<file path="src/rtl/core/hrdm_pkg.sv">
`timescale 1ns / 1ps
// Package for the Hamming ratio descriptor matcher.
// Holds field widths, reset values, command and register codes. No dependencies.
package hrdm_pkg;

    localparam int DESC_W       = 64;
    localparam int DESC_WORDS   = 4;
    localparam int DESC_BITS    = DESC_W * DESC_WORDS;
    localparam int DIST_W       = 9;
    localparam int IDX_W        = 12;
    localparam int CFG_ADDR_W   = 1;
    localparam int CFG_DATA_W   = 9;
    localparam int MAX_FEATURES = 4096;

    localparam logic [DIST_W-1:0]     DIST_INIT      = DIST_W'(DESC_BITS);
    localparam logic [CFG_DATA_W-1:0] MAX_DIST_RESET = CFG_DATA_W'(50);
    localparam logic [CFG_DATA_W-1:0] RATIO_RESET    = CFG_DATA_W'(192);

    // Command carried with each input word
    typedef enum logic {
        CMD_LOAD = 1'b0,
        CMD_CAND = 1'b1
    } t_cmd;

    // Configuration register indexes
    typedef enum logic [CFG_ADDR_W-1:0] {
        REG_MAX_DIST = 1'b0,
        REG_RATIO    = 1'b1
    } t_reg;

endpackage

</file>
<file path="src/rtl/core/hamming_ratio_descriptor_matcher.sv">
`timescale 1ns / 1ps
// Hamming ratio descriptor matcher: top level. Uses hrdm_pkg and hrdm_popcnt.
// A result word passes from the input register through the raw result stage to the
// output register and o_valid. One input word per cycle while o_stall is low; the bests feedback loop
// (popcount, compare, update) has no pipeline register inside it.
// Reset (synchronous, active low): query zero, bests cleared, registers to
// max_distance 50 and ratio_q8 192, pipeline empty.
module hamming_ratio_descriptor_matcher
    import hrdm_pkg::*;
(
    input  logic                  i_clk,
    input  logic                  i_rst_n,
    // configuration
    input  logic                  i_cfg_we,
    input  logic [CFG_ADDR_W-1:0] i_cfg_addr,
    input  logic [CFG_DATA_W-1:0] i_cfg_data,
    // input channel
    input  logic                  i_valid,
    output logic                  o_stall,
    input  logic                  i_command,
    input  logic [DESC_W-1:0]     i_desc_word0,
    input  logic [DESC_W-1:0]     i_desc_word1,
    input  logic [DESC_W-1:0]     i_desc_word2,
    input  logic [DESC_W-1:0]     i_desc_word3,
    input  logic [IDX_W-1:0]      i_cand_index,
    input  logic                  i_cand_taken,
    input  logic                  i_last,
    // output channel
    output logic                  o_valid,
    input  logic                  i_stall,
    output logic                  o_match_found,
    output logic [IDX_W-1:0]      o_match_index,
    output logic [DIST_W-1:0]     o_best_distance,
    output logic [DIST_W-1:0]     o_second_distance
);

    // Configuration registers
    logic [CFG_DATA_W-1:0] r_max_dist, r_ratio;

    // Input register
    logic                 r_in_valid;
    t_cmd                 r_in_cmd;
    logic [DESC_BITS-1:0] r_in_desc;
    logic [IDX_W-1:0]     r_in_index;
    logic                 r_in_taken;
    logic                 r_in_last;

    // Query and running bests
    logic [DESC_BITS-1:0] r_query;
    logic [DIST_W-1:0]    r_best, r_second;
    logic [IDX_W-1:0]     r_best_idx;
    logic                 r_best_valid;
    logic [DIST_W-1:0]    n_best, n_second;
    logic [IDX_W-1:0]     n_best_idx;
    logic                 n_best_valid;

    // Raw result stage
    logic                 r_res_valid;
    logic [DIST_W-1:0]    r_res_best, r_res_second;
    logic [IDX_W-1:0]     r_res_idx;
    logic                 r_res_has;

    // Output register
    logic                 r_out_valid;
    logic                 r_out_found;
    logic [IDX_W-1:0]     r_out_idx;
    logic [DIST_W-1:0]    r_out_best, r_out_second;

    logic                 in_take, fire, is_result, res_ready, out_ready;
    logic                 eligible;
    logic [DIST_W-1:0]    cand_dist;
    logic                 ok;
    logic [DIST_W+7:0]    best_scaled;
    logic [DIST_W+CFG_DATA_W-1:0] ratio_prod;

    // Handshake: each stage moves when the one after it can take its word
    assign out_ready = !r_out_valid || !i_stall;
    assign res_ready = !r_res_valid || out_ready;
    assign is_result = (r_in_cmd == CMD_CAND) && r_in_last;
    assign fire      = r_in_valid && (!is_result || res_ready);
    assign o_stall   = r_in_valid && !fire;
    assign in_take   = i_valid && !o_stall;

    // Configuration writes
    always_ff @(posedge i_clk) begin
        if (!i_rst_n) begin
            r_max_dist <= MAX_DIST_RESET;
            r_ratio    <= RATIO_RESET;
        end else if (i_cfg_we) begin
            unique case (t_reg'(i_cfg_addr))
                REG_MAX_DIST: r_max_dist <= i_cfg_data;
                REG_RATIO:    r_ratio    <= i_cfg_data;
            endcase
        end
    end

    // Capture the input word
    always_ff @(posedge i_clk) begin
        if (!i_rst_n) begin
            r_in_valid <= 1'b0;
        end else if (in_take) begin
            r_in_valid <= 1'b1;
        end else if (fire) begin
            r_in_valid <= 1'b0;
        end
    end

    always_ff @(posedge i_clk) begin
        if (in_take) begin
            r_in_cmd   <= t_cmd'(i_command);
            r_in_desc  <= {i_desc_word3, i_desc_word2, i_desc_word1, i_desc_word0};
            r_in_index <= i_cand_index;
            r_in_taken <= i_cand_taken;
            r_in_last  <= i_last;
        end
    end

    hrdm_popcnt u_popcnt (
        .i_query (r_query),
        .i_desc  (r_in_desc),
        .o_dist  (cand_dist)
    );

    // Update the bests with this candidate's distance
    assign eligible = !r_in_taken && (32'(r_in_index) < MAX_FEATURES);

    always_comb begin
        n_best       = r_best;
        n_second     = r_second;
        n_best_idx   = r_best_idx;
        n_best_valid = r_best_valid;
        if (eligible) begin
            if (cand_dist < r_best) begin
                n_second     = r_best;
                n_best       = cand_dist;
                n_best_idx   = r_in_index;
                n_best_valid = 1'b1;
            end else if (cand_dist < r_second) begin
                n_second = cand_dist;
            end
        end
    end

    // Query and bests; clear bests on a load and after the last candidate
    always_ff @(posedge i_clk) begin
        if (!i_rst_n) begin
            r_query      <= '0;
            r_best       <= DIST_INIT;
            r_second     <= DIST_INIT;
            r_best_idx   <= '0;
            r_best_valid <= 1'b0;
        end else if (fire) begin
            if (r_in_cmd == CMD_LOAD || r_in_last) begin
                r_best       <= DIST_INIT;
                r_second     <= DIST_INIT;
                r_best_idx   <= '0;
                r_best_valid <= 1'b0;
            end else begin
                r_best       <= n_best;
                r_second     <= n_second;
                r_best_idx   <= n_best_idx;
                r_best_valid <= n_best_valid;
            end
            if (r_in_cmd == CMD_LOAD) begin
                r_query <= r_in_desc;
            end
        end
    end

    // Raw result stage
    always_ff @(posedge i_clk) begin
        if (!i_rst_n) begin
            r_res_valid <= 1'b0;
        end else if (fire && is_result) begin
            r_res_valid <= 1'b1;
        end else if (out_ready) begin
            r_res_valid <= 1'b0;
        end
    end

    always_ff @(posedge i_clk) begin
        if (fire && is_result) begin
            r_res_best   <= n_best;
            r_res_second <= n_second;
            r_res_idx    <= n_best_valid ? n_best_idx : '0;
            r_res_has    <= n_best_valid;
        end
    end

    // Threshold and ratio test
    assign best_scaled = {r_res_best, 8'd0};
    assign ratio_prod  = (DIST_W+CFG_DATA_W)'(r_ratio) * (DIST_W+CFG_DATA_W)'(r_res_second);
    assign ok = r_res_has && (r_res_best <= r_max_dist)
                && ((DIST_W+CFG_DATA_W)'(best_scaled) < ratio_prod);

    // Output register
    always_ff @(posedge i_clk) begin
        if (!i_rst_n) begin
            r_out_valid <= 1'b0;
        end else if (out_ready) begin
            r_out_valid <= r_res_valid;
        end
    end

    always_ff @(posedge i_clk) begin
        if (out_ready && r_res_valid) begin
            r_out_found  <= ok;
            r_out_idx    <= r_res_idx;
            r_out_best   <= r_res_best;
            r_out_second <= r_res_second;
        end
    end

    assign o_valid           = r_out_valid;
    assign o_match_found     = r_out_found;
    assign o_match_index     = r_out_idx;
    assign o_best_distance   = r_out_best;
    assign o_second_distance = r_out_second;

endmodule

</file>
<file path="src/rtl/core/hrdm_popcnt.sv">
`timescale 1ns / 1ps
// Hamming distance between two 256-bit descriptors: XOR and popcount tree.
// Depends on hrdm_pkg for widths.
module hrdm_popcnt
    import hrdm_pkg::*;
(
    input  logic [DESC_BITS-1:0] i_query,
    input  logic [DESC_BITS-1:0] i_desc,
    output logic [DIST_W-1:0]    o_dist
);

    localparam int NBYTES = DESC_BITS / 8;

    logic [DESC_BITS-1:0] diff;
    logic [3:0] cnt_l0 [NBYTES];
    logic [4:0] cnt_l1 [NBYTES/2];
    logic [5:0] cnt_l2 [NBYTES/4];
    logic [6:0] cnt_l3 [NBYTES/8];
    logic [7:0] cnt_l4 [NBYTES/16];

    assign diff = i_query ^ i_desc;

    // Count ones in each byte
    always_comb begin
        for (int b = 0; b < NBYTES; b++) begin
            cnt_l0[b] = 4'd0;
            for (int k = 0; k < 8; k++) begin
                cnt_l0[b] = cnt_l0[b] + 4'(diff[b*8+k]);
            end
        end
    end

    // Add up the byte counts pairwise
    always_comb begin
        for (int j = 0; j < NBYTES/2; j++) begin
            cnt_l1[j] = 5'(cnt_l0[2*j]) + 5'(cnt_l0[2*j+1]);
        end
        for (int j = 0; j < NBYTES/4; j++) begin
            cnt_l2[j] = 6'(cnt_l1[2*j]) + 6'(cnt_l1[2*j+1]);
        end
        for (int j = 0; j < NBYTES/8; j++) begin
            cnt_l3[j] = 7'(cnt_l2[2*j]) + 7'(cnt_l2[2*j+1]);
        end
        for (int j = 0; j < NBYTES/16; j++) begin
            cnt_l4[j] = 8'(cnt_l3[2*j]) + 8'(cnt_l3[2*j+1]);
        end
    end

    assign o_dist = DIST_W'(cnt_l4[0]) + DIST_W'(cnt_l4[1]);

endmodule

</file>
<file path="config.mk">
export PLATFORM = sky130hd
export DESIGN_NAME = hamming_ratio_descriptor_matcher
export DESIGN_NICKNAME = d
export VERILOG_FILES = /design/src/rtl/core/hrdm_pkg.sv /design/src/rtl/core/hamming_ratio_descriptor_matcher.sv /design/src/rtl/core/hrdm_popcnt.sv
export SDC_FILE = /design/constraint.sdc
export NUM_CORES = 2
export LEC_CHECK = 0
export BUFFER_PORTS_ARGS = -buffer_cell sky130_fd_sc_hd__buf_4
export CAP_MARGIN = 40
export CORE_UTILIZATION = 30
export CTS_BUF_LIST = sky130_fd_sc_hd__clkbuf_4 sky130_fd_sc_hd__clkbuf_8
export CTS_CLUSTER_DIAMETER = 150
export CTS_CLUSTER_SIZE = 8
export DETAILED_ROUTE_END_ITERATION = 7
export PLACE_DENSITY_LB_ADDON = 0.2
export SLEW_MARGIN = 25
export SYNTH_ARGS = -nofsm -noshare
export SYNTH_HDL_FRONTEND = slang
export SYNTH_HIERARCHICAL = 1
export SYNTH_SLANG_ARGS = --single-unit
</file>
<file path="constraint.sdc">
create_clock -name i_clk -period 18.05 [get_ports i_clk]
set_input_delay 1.805 -clock i_clk [delete_from_list [all_inputs] [get_ports i_clk]]
set_output_delay 1.805 -clock i_clk [all_outputs]
set_load 0.02 [all_outputs]
</file>
Yosys cells after proc, flatten, opt, wreduce, memory -nomap -nowiden:

Cells that the tools add are included.

* register bits after elaboration: 641
* input bits: 286
* output and inout port bits: 33

* add/subtract/negate cells: 255
* multipliers: 1
* order comparisons: 4
* multiplexer cells: 17
* bitwise operators: 3
* reductions and logical operators: 23

Operator list (number)
* adder 4 x 1 -> 4 bit: 192
* XOR 256 bit: 1
* adder 4 x 4 -> 5 bit: 16
* adder 1 x 1 -> 2 bit: 32
* two-way mux 9 bit: 7
* adder 5 x 5 -> 6 bit: 8
* two-way mux 12 bit: 3
* adder 6 x 6 -> 7 bit: 4
* < comparator 17 x 18 -> 1 bit: 1
* < comparator 9 bit: 2
* multiplier 9 x 9 -> 18 bit: 1
* adder 7 x 7 -> 8 bit: 2
* adder 8 x 8 -> 9 bit: 1
* <= comparator 9 bit: 1
* logical AND 1 bit: 8
* two-way mux 1 bit: 7
* logical NOT 1 bit: 6
* AND reduction 2 bit: 3
* logical OR 1 bit: 4
* nonzero test 2 bit: 2
* NOT 1 bit: 2

Depth between registers and ports, before layout:

* depth after elaboration: 18
* depth in mapped cells: 42

Hierarchy:

The synthesis kept the hierarchy.

Modules (own cells, without submodules)
* hamming_ratio_descriptor_matcher: times used 1, cells an instance 2152, area an instance 25096.6 µm²
* hrdm_popcnt: times used 1, cells an instance 849, area an instance 9106.2 µm²

Worst setup path before layout:

No wires, ideal clock.

* kind: input port to flip-flop
* start: input i_stall
* end: register r_in_cmd, enable pin
* setup time: 935 ps
* arrival: 13878 ps
* path slack: 3237 ps
* cell stages on the path: 3
* path buffers: 0
* cell sequence: nand3_1 > nor2_1 > nor2b_1

* word-level cells in the longest chain between the ends: 9

RTL lines
* start: declaration: line hamming_ratio_descriptor_matcher.sv:30 `input logic i_stall,`
* logical NOT 1 bit: line hamming_ratio_descriptor_matcher.sv:77 `assign out_ready = !r_out_valid || !i_stall;`
* logical OR 1 bit: line hamming_ratio_descriptor_matcher.sv:77
* logical OR 1 bit: line hamming_ratio_descriptor_matcher.sv:78 `assign res_ready = !r_res_valid || out_ready;`
* logical OR 1 bit: line hamming_ratio_descriptor_matcher.sv:80 `assign fire = r_in_valid && (!is_result || res_ready);`
* logical AND 1 bit: line hamming_ratio_descriptor_matcher.sv:80
* logical NOT 1 bit: line hamming_ratio_descriptor_matcher.sv:81 `assign o_stall = r_in_valid && !fire;`
* logical AND 1 bit: line hamming_ratio_descriptor_matcher.sv:81
* named net o_stall: line hamming_ratio_descriptor_matcher.sv:19 `output logic o_stall,`
* logical NOT 1 bit: line hamming_ratio_descriptor_matcher.sv:82 `assign in_take = i_valid && !o_stall;`
* logical AND 1 bit: line hamming_ratio_descriptor_matcher.sv:82
* named net in_take: line hamming_ratio_descriptor_matcher.sv:69 `logic in_take, fire, is_result, res_ready, out_ready;`
* end signal: assignment: line hamming_ratio_descriptor_matcher.sv:110 `r_in_cmd <= t_cmd'(i_command);`
* end: declaration: line hamming_ratio_descriptor_matcher.sv:42 `t_cmd r_in_cmd;`

The timed path passes the listed nets, and every way through them passes these cells.
A chain may end at the register's enable or synchronous reset.

Worst setup path after layout:

* start: register r_in_desc[37]
* end: register r_best_idx[4]

* word-level cells in the longest chain between the ends: 13

RTL lines
* start: declaration: line hamming_ratio_descriptor_matcher.sv:43 `logic [DESC_BITS-1:0] r_in_desc;`
* start signal: assignment: line hamming_ratio_descriptor_matcher.sv:111 `r_in_desc <= {i_desc_word3, i_desc_word2, i_desc_word1, i_desc_word0};`
* XOR 256 bit: line hrdm_popcnt.sv:21 `assign diff = i_query ^ i_desc;`
* adder 4 x 1 -> 4 bit (3 in a row): line hrdm_popcnt.sv:28 `cnt_l0[b] = cnt_l0[b] + 4'(diff[b*8+k]);`
* adder 4 x 4 -> 5 bit: line hrdm_popcnt.sv:36 `cnt_l1[j] = 5'(cnt_l0[2*j]) + 5'(cnt_l0[2*j+1]);`
* adder 5 x 5 -> 6 bit: line hrdm_popcnt.sv:39 `cnt_l2[j] = 6'(cnt_l1[2*j]) + 6'(cnt_l1[2*j+1]);`
* adder 6 x 6 -> 7 bit: line hrdm_popcnt.sv:42 `cnt_l3[j] = 7'(cnt_l2[2*j]) + 7'(cnt_l2[2*j+1]);`
* adder 7 x 7 -> 8 bit: line hrdm_popcnt.sv:45 `cnt_l4[j] = 8'(cnt_l3[2*j]) + 8'(cnt_l3[2*j+1]);`
* adder 8 x 8 -> 9 bit: line hrdm_popcnt.sv:49 `assign o_dist = DIST_W'(cnt_l4[0]) + DIST_W'(cnt_l4[1]);`
* named net cand_dist[6]: line hamming_ratio_descriptor_matcher.sv:71 `logic [DIST_W-1:0] cand_dist;`
* < comparator 9 bit: line hamming_ratio_descriptor_matcher.sv:133 `if (cand_dist < r_best) begin`
* two-way mux 12 bit: line hamming_ratio_descriptor_matcher.sv:133
* two-way mux 12 bit: line hamming_ratio_descriptor_matcher.sv:132 `if (eligible) begin`
* two-way mux 12 bit: line hamming_ratio_descriptor_matcher.sv:153 `if (r_in_cmd == CMD_LOAD || r_in_last) begin`
* end signal: assignment: line hamming_ratio_descriptor_matcher.sv:161 `r_best_idx <= n_best_idx;`
* end: declaration: line hamming_ratio_descriptor_matcher.sv:51 `logic [IDX_W-1:0] r_best_idx;`

The timed path passes the listed nets, and every way through them passes these cells.

==> impl_metrics.tcl <==
set metrics [dict create \
    status "finished clean" \
    rsz0062_at_grt "no" \
    drt_iter0_drc 987 \
    drt-pass1-iter-count 5 \
    r2r-end "r_best_idx[4]" \
    netlist_instances 3001 \
    seq_area_frac_synth_pct 47.3 \
    holdCritStartpoint "r_res_idx[4]" \
    wirelength_um 87600 \
    fmax_ghz 0.0882 \
    mostFrequentLayoutCells "647 x nand2_1, 355 x inv_1, 333 x edfxtp_1" \
    routabilityCongestion 0.817 \
    io_buffer_count 318 \
    antenna_left 0 \
    final.min_clock_period_ns 11.34 \
    dp_hpwl_um 64000 \
    yosysWarnings 6 \
    ctsLongestPathBuffers 3 \
    antenna_found_initial 15 \
    multi_input_area_um2 16200 \
    top_usage_layer "met2" \
    fin_tns_setup_ns 0 \
    cts_setup_buffers 0 \
    fp-row-count 123 \
    min_path_type "flip-flop to flip-flop" \
    worstSetupPathType "flip-flop to flip-flop" \
    drv_cap 0 \
    relSlewSlack_pct 37.3 \
    worst_slew_pin_slew_ns 0.940 \
    final_nets 4037 \
    finClkSkew_ns 0.0749 \
    num_io_pins 319 \
    areaGrowthSynthToFinish_pct 17.6 \
    crit_arrival_ns 11.97 \
    fin_hold_ws_ns 0.412 \
    use_met2_pct 25.4 \
    crit_path_top_delay_cell "o21ai_1" \
    critPathMostFrequentCell "fa_1" \
    postCtsHoldBufs 0 \
    crit-reg2reg-launch "r_in_desc[37]" \
    whs_path_depth 0 \
    slowest_delay_ns 0.63 \
    htreeDepth 3 \
    netlist_area_um2 34200 \
    grt_pass1_vias 21700 \
    cts_made_buffers 90 \
    drive_above_1_share_pct 15.7 \
    grt_pass1_wl_um 133000 \
    vias 20900 \
    r2r_cells 36 \
    drv_slew 0 \
    die_area_um2 115000 \
    ff_latch_area_um2 16200 \
    core_area_um2 113000 \
    cp_max_fo 44 \
    ys_ff_latch 641 \
    fin_area_um2 40200 \
    synth-async-reset-ratio_pct 0 \
    die_x_um 340 \
    drcViolationCount 0 \
    grt_use_met3_pct 2.70 \
    setup_viol 0 \
    utilization_pct 35.7 \
    clk_latency_ns 0.76 \
    syn_area_per_cell_um2 11.4 \
    place_area_um2 38300 \
    synth.distinct_cells 58 \
    fill_cells 11300 \
    rrSetupSlack_ns 6.71 \
    met1_usage_pct 20.6 \
    synth_ff_type "edfxtp_1" \
    clock_sinks 641 \
    start_kind "flip-flop" \
    synth_edf_count 333 \
    period_share_pct 62.8 \
    viasPerCell 4.27 \
    track_usage_pct 15.3 \
    globalRoute.totalOverflow 0 \
    final_common_cell "nand2_1" \
    syn-num-nets 3716 \
    cts.clk_slew.worst_paths_ns 0.08 \
    drt-wirelength-per-cell_um 17.9 \
    grt_max_degree 131 \
    cts_tree "built" \
    cts_repair_resize_count 0 \
    cts_root_buf "clkbuf_8" \
    initial_utilization_pct 30.3 \
    final-hold-violation-count 0 \
    min_to "o_match_index[4]" \
    required_ns 18.68 \
    crit_path_end_kind "flip-flop" \
    die_y_um 340 \
]
[area by class of cell]
type	count	share of cell area, %
clock buffers	160	4.43
inverters	355	3.31
multi-input cells	1888	40.4
clock inverters	5	0.115
repair buffers	346	6.90
flip-flops and latches	641	40.2
well taps	1500	4.67
diodes	1	0.00622
[worst max-delay path by stage]
stage	from	endpoint	slack [ns]
after floorplan	i_stall	r_in_cmd	3.24
after global placement	r_in_desc[37]	r_best_idx[2]	6.74
after detailed placement	r_in_desc[37]	r_best_idx[4]	6.73
after CTS	r_in_desc[37]	r_best_idx[4]	6.67
after global routing	r_in_desc[37]	r_best_idx[4]	6.03
final	r_in_desc[37]	r_best_idx[4]	6.71
[critical path: cells and delay by family (launching register included)]
family	cells	cell delay, ns
fa+ha+maj	17	7.12
xor+xnor	2	0.56
buf+inv	8	0.95
compound gates	7	1.90
simple gates	2	0.32
flops	1	0.39
[flip-flops by register name, summed over array words and instances (netlist names), 12 cells and up]
name	flops
o_match_index	12
r_query	256
r_best_idx	12
r_in_desc	256
r_res_idx	12
r_in_index	12
[cells by family (layout without fill, tap and decap cells)]
family / count (synthesis) / in the layout / synth area share, %
buf+inv: 472 / 866 / 5.34
simple gates: 759 / 759 / 9.01
other cells: 0 / 1 / 0
flops: 641 / 641 / 47.3
fa+ha+maj: 429 / 429 / 22.1
xor+xnor: 277 / 277 / 7.09
compound gates: 420 / 420 / 9.07
mux: 3 / 3 / 0.0915
[cell usage after synthesis, drive strengths merged (2+ instances only)]
master | count | area share, %
buf | 33 | 0.53
clkbuf | 84 | 0.92
a211oi | 3 | 0.095
fa | 293 | 17
o31ai | 2 | 0.073
o22ai | 2 | 0.037
o2bb2ai | 9 | 0.25
nand3 | 8 | 0.12
a21o | 5 | 0.11
or2 | 2 | 0.037
ha | 136 | 5.0
nor2 | 21 | 0.26
a22o | 21 | 0.56
nor2b | 11 | 0.20
nand2 | 647 | 7.1
nor3 | 11 | 0.16
o21a | 9 | 0.20
edfxtp | 333 | 29
and2 | 48 | 0.88
nand4 | 3 | 0.073
dfxtp | 308 | 18
a31oi | 9 | 0.16
a2111oi | 3 | 0.095
a22oi | 2 | 0.044
nand2b | 3 | 0.055
a21oi | 23 | 0.37
inv | 355 | 3.9
and4 | 2 | 0.051
a21boi | 272 | 6.0
xnor2 | 132 | 3.4
xor2 | 145 | 3.7
mux2i | 2 | 0.059
o21ai | 46 | 0.67
o21bai | 2 | 0.044
o211ai | 6 | 0.13
[layer usage]
layer,wire [um],up-vias
li1,-,10300
met1,40700,10100
met2,41500,380
met3,3650,119
met4,1740,8
met5,43,-
[metrics by stage]
step                      setup WS (ns)  cells
after floorplan                    3.24   3001
after global placement             6.74   4718
after detailed placement           6.73   4725
after CTS                          6.67   4890
after global routing               6.03   4896
final                              6.71   4896
Power is not shown: default switching activity piles up to over one toggle a cycle in this logic, so the estimate is an artifact.
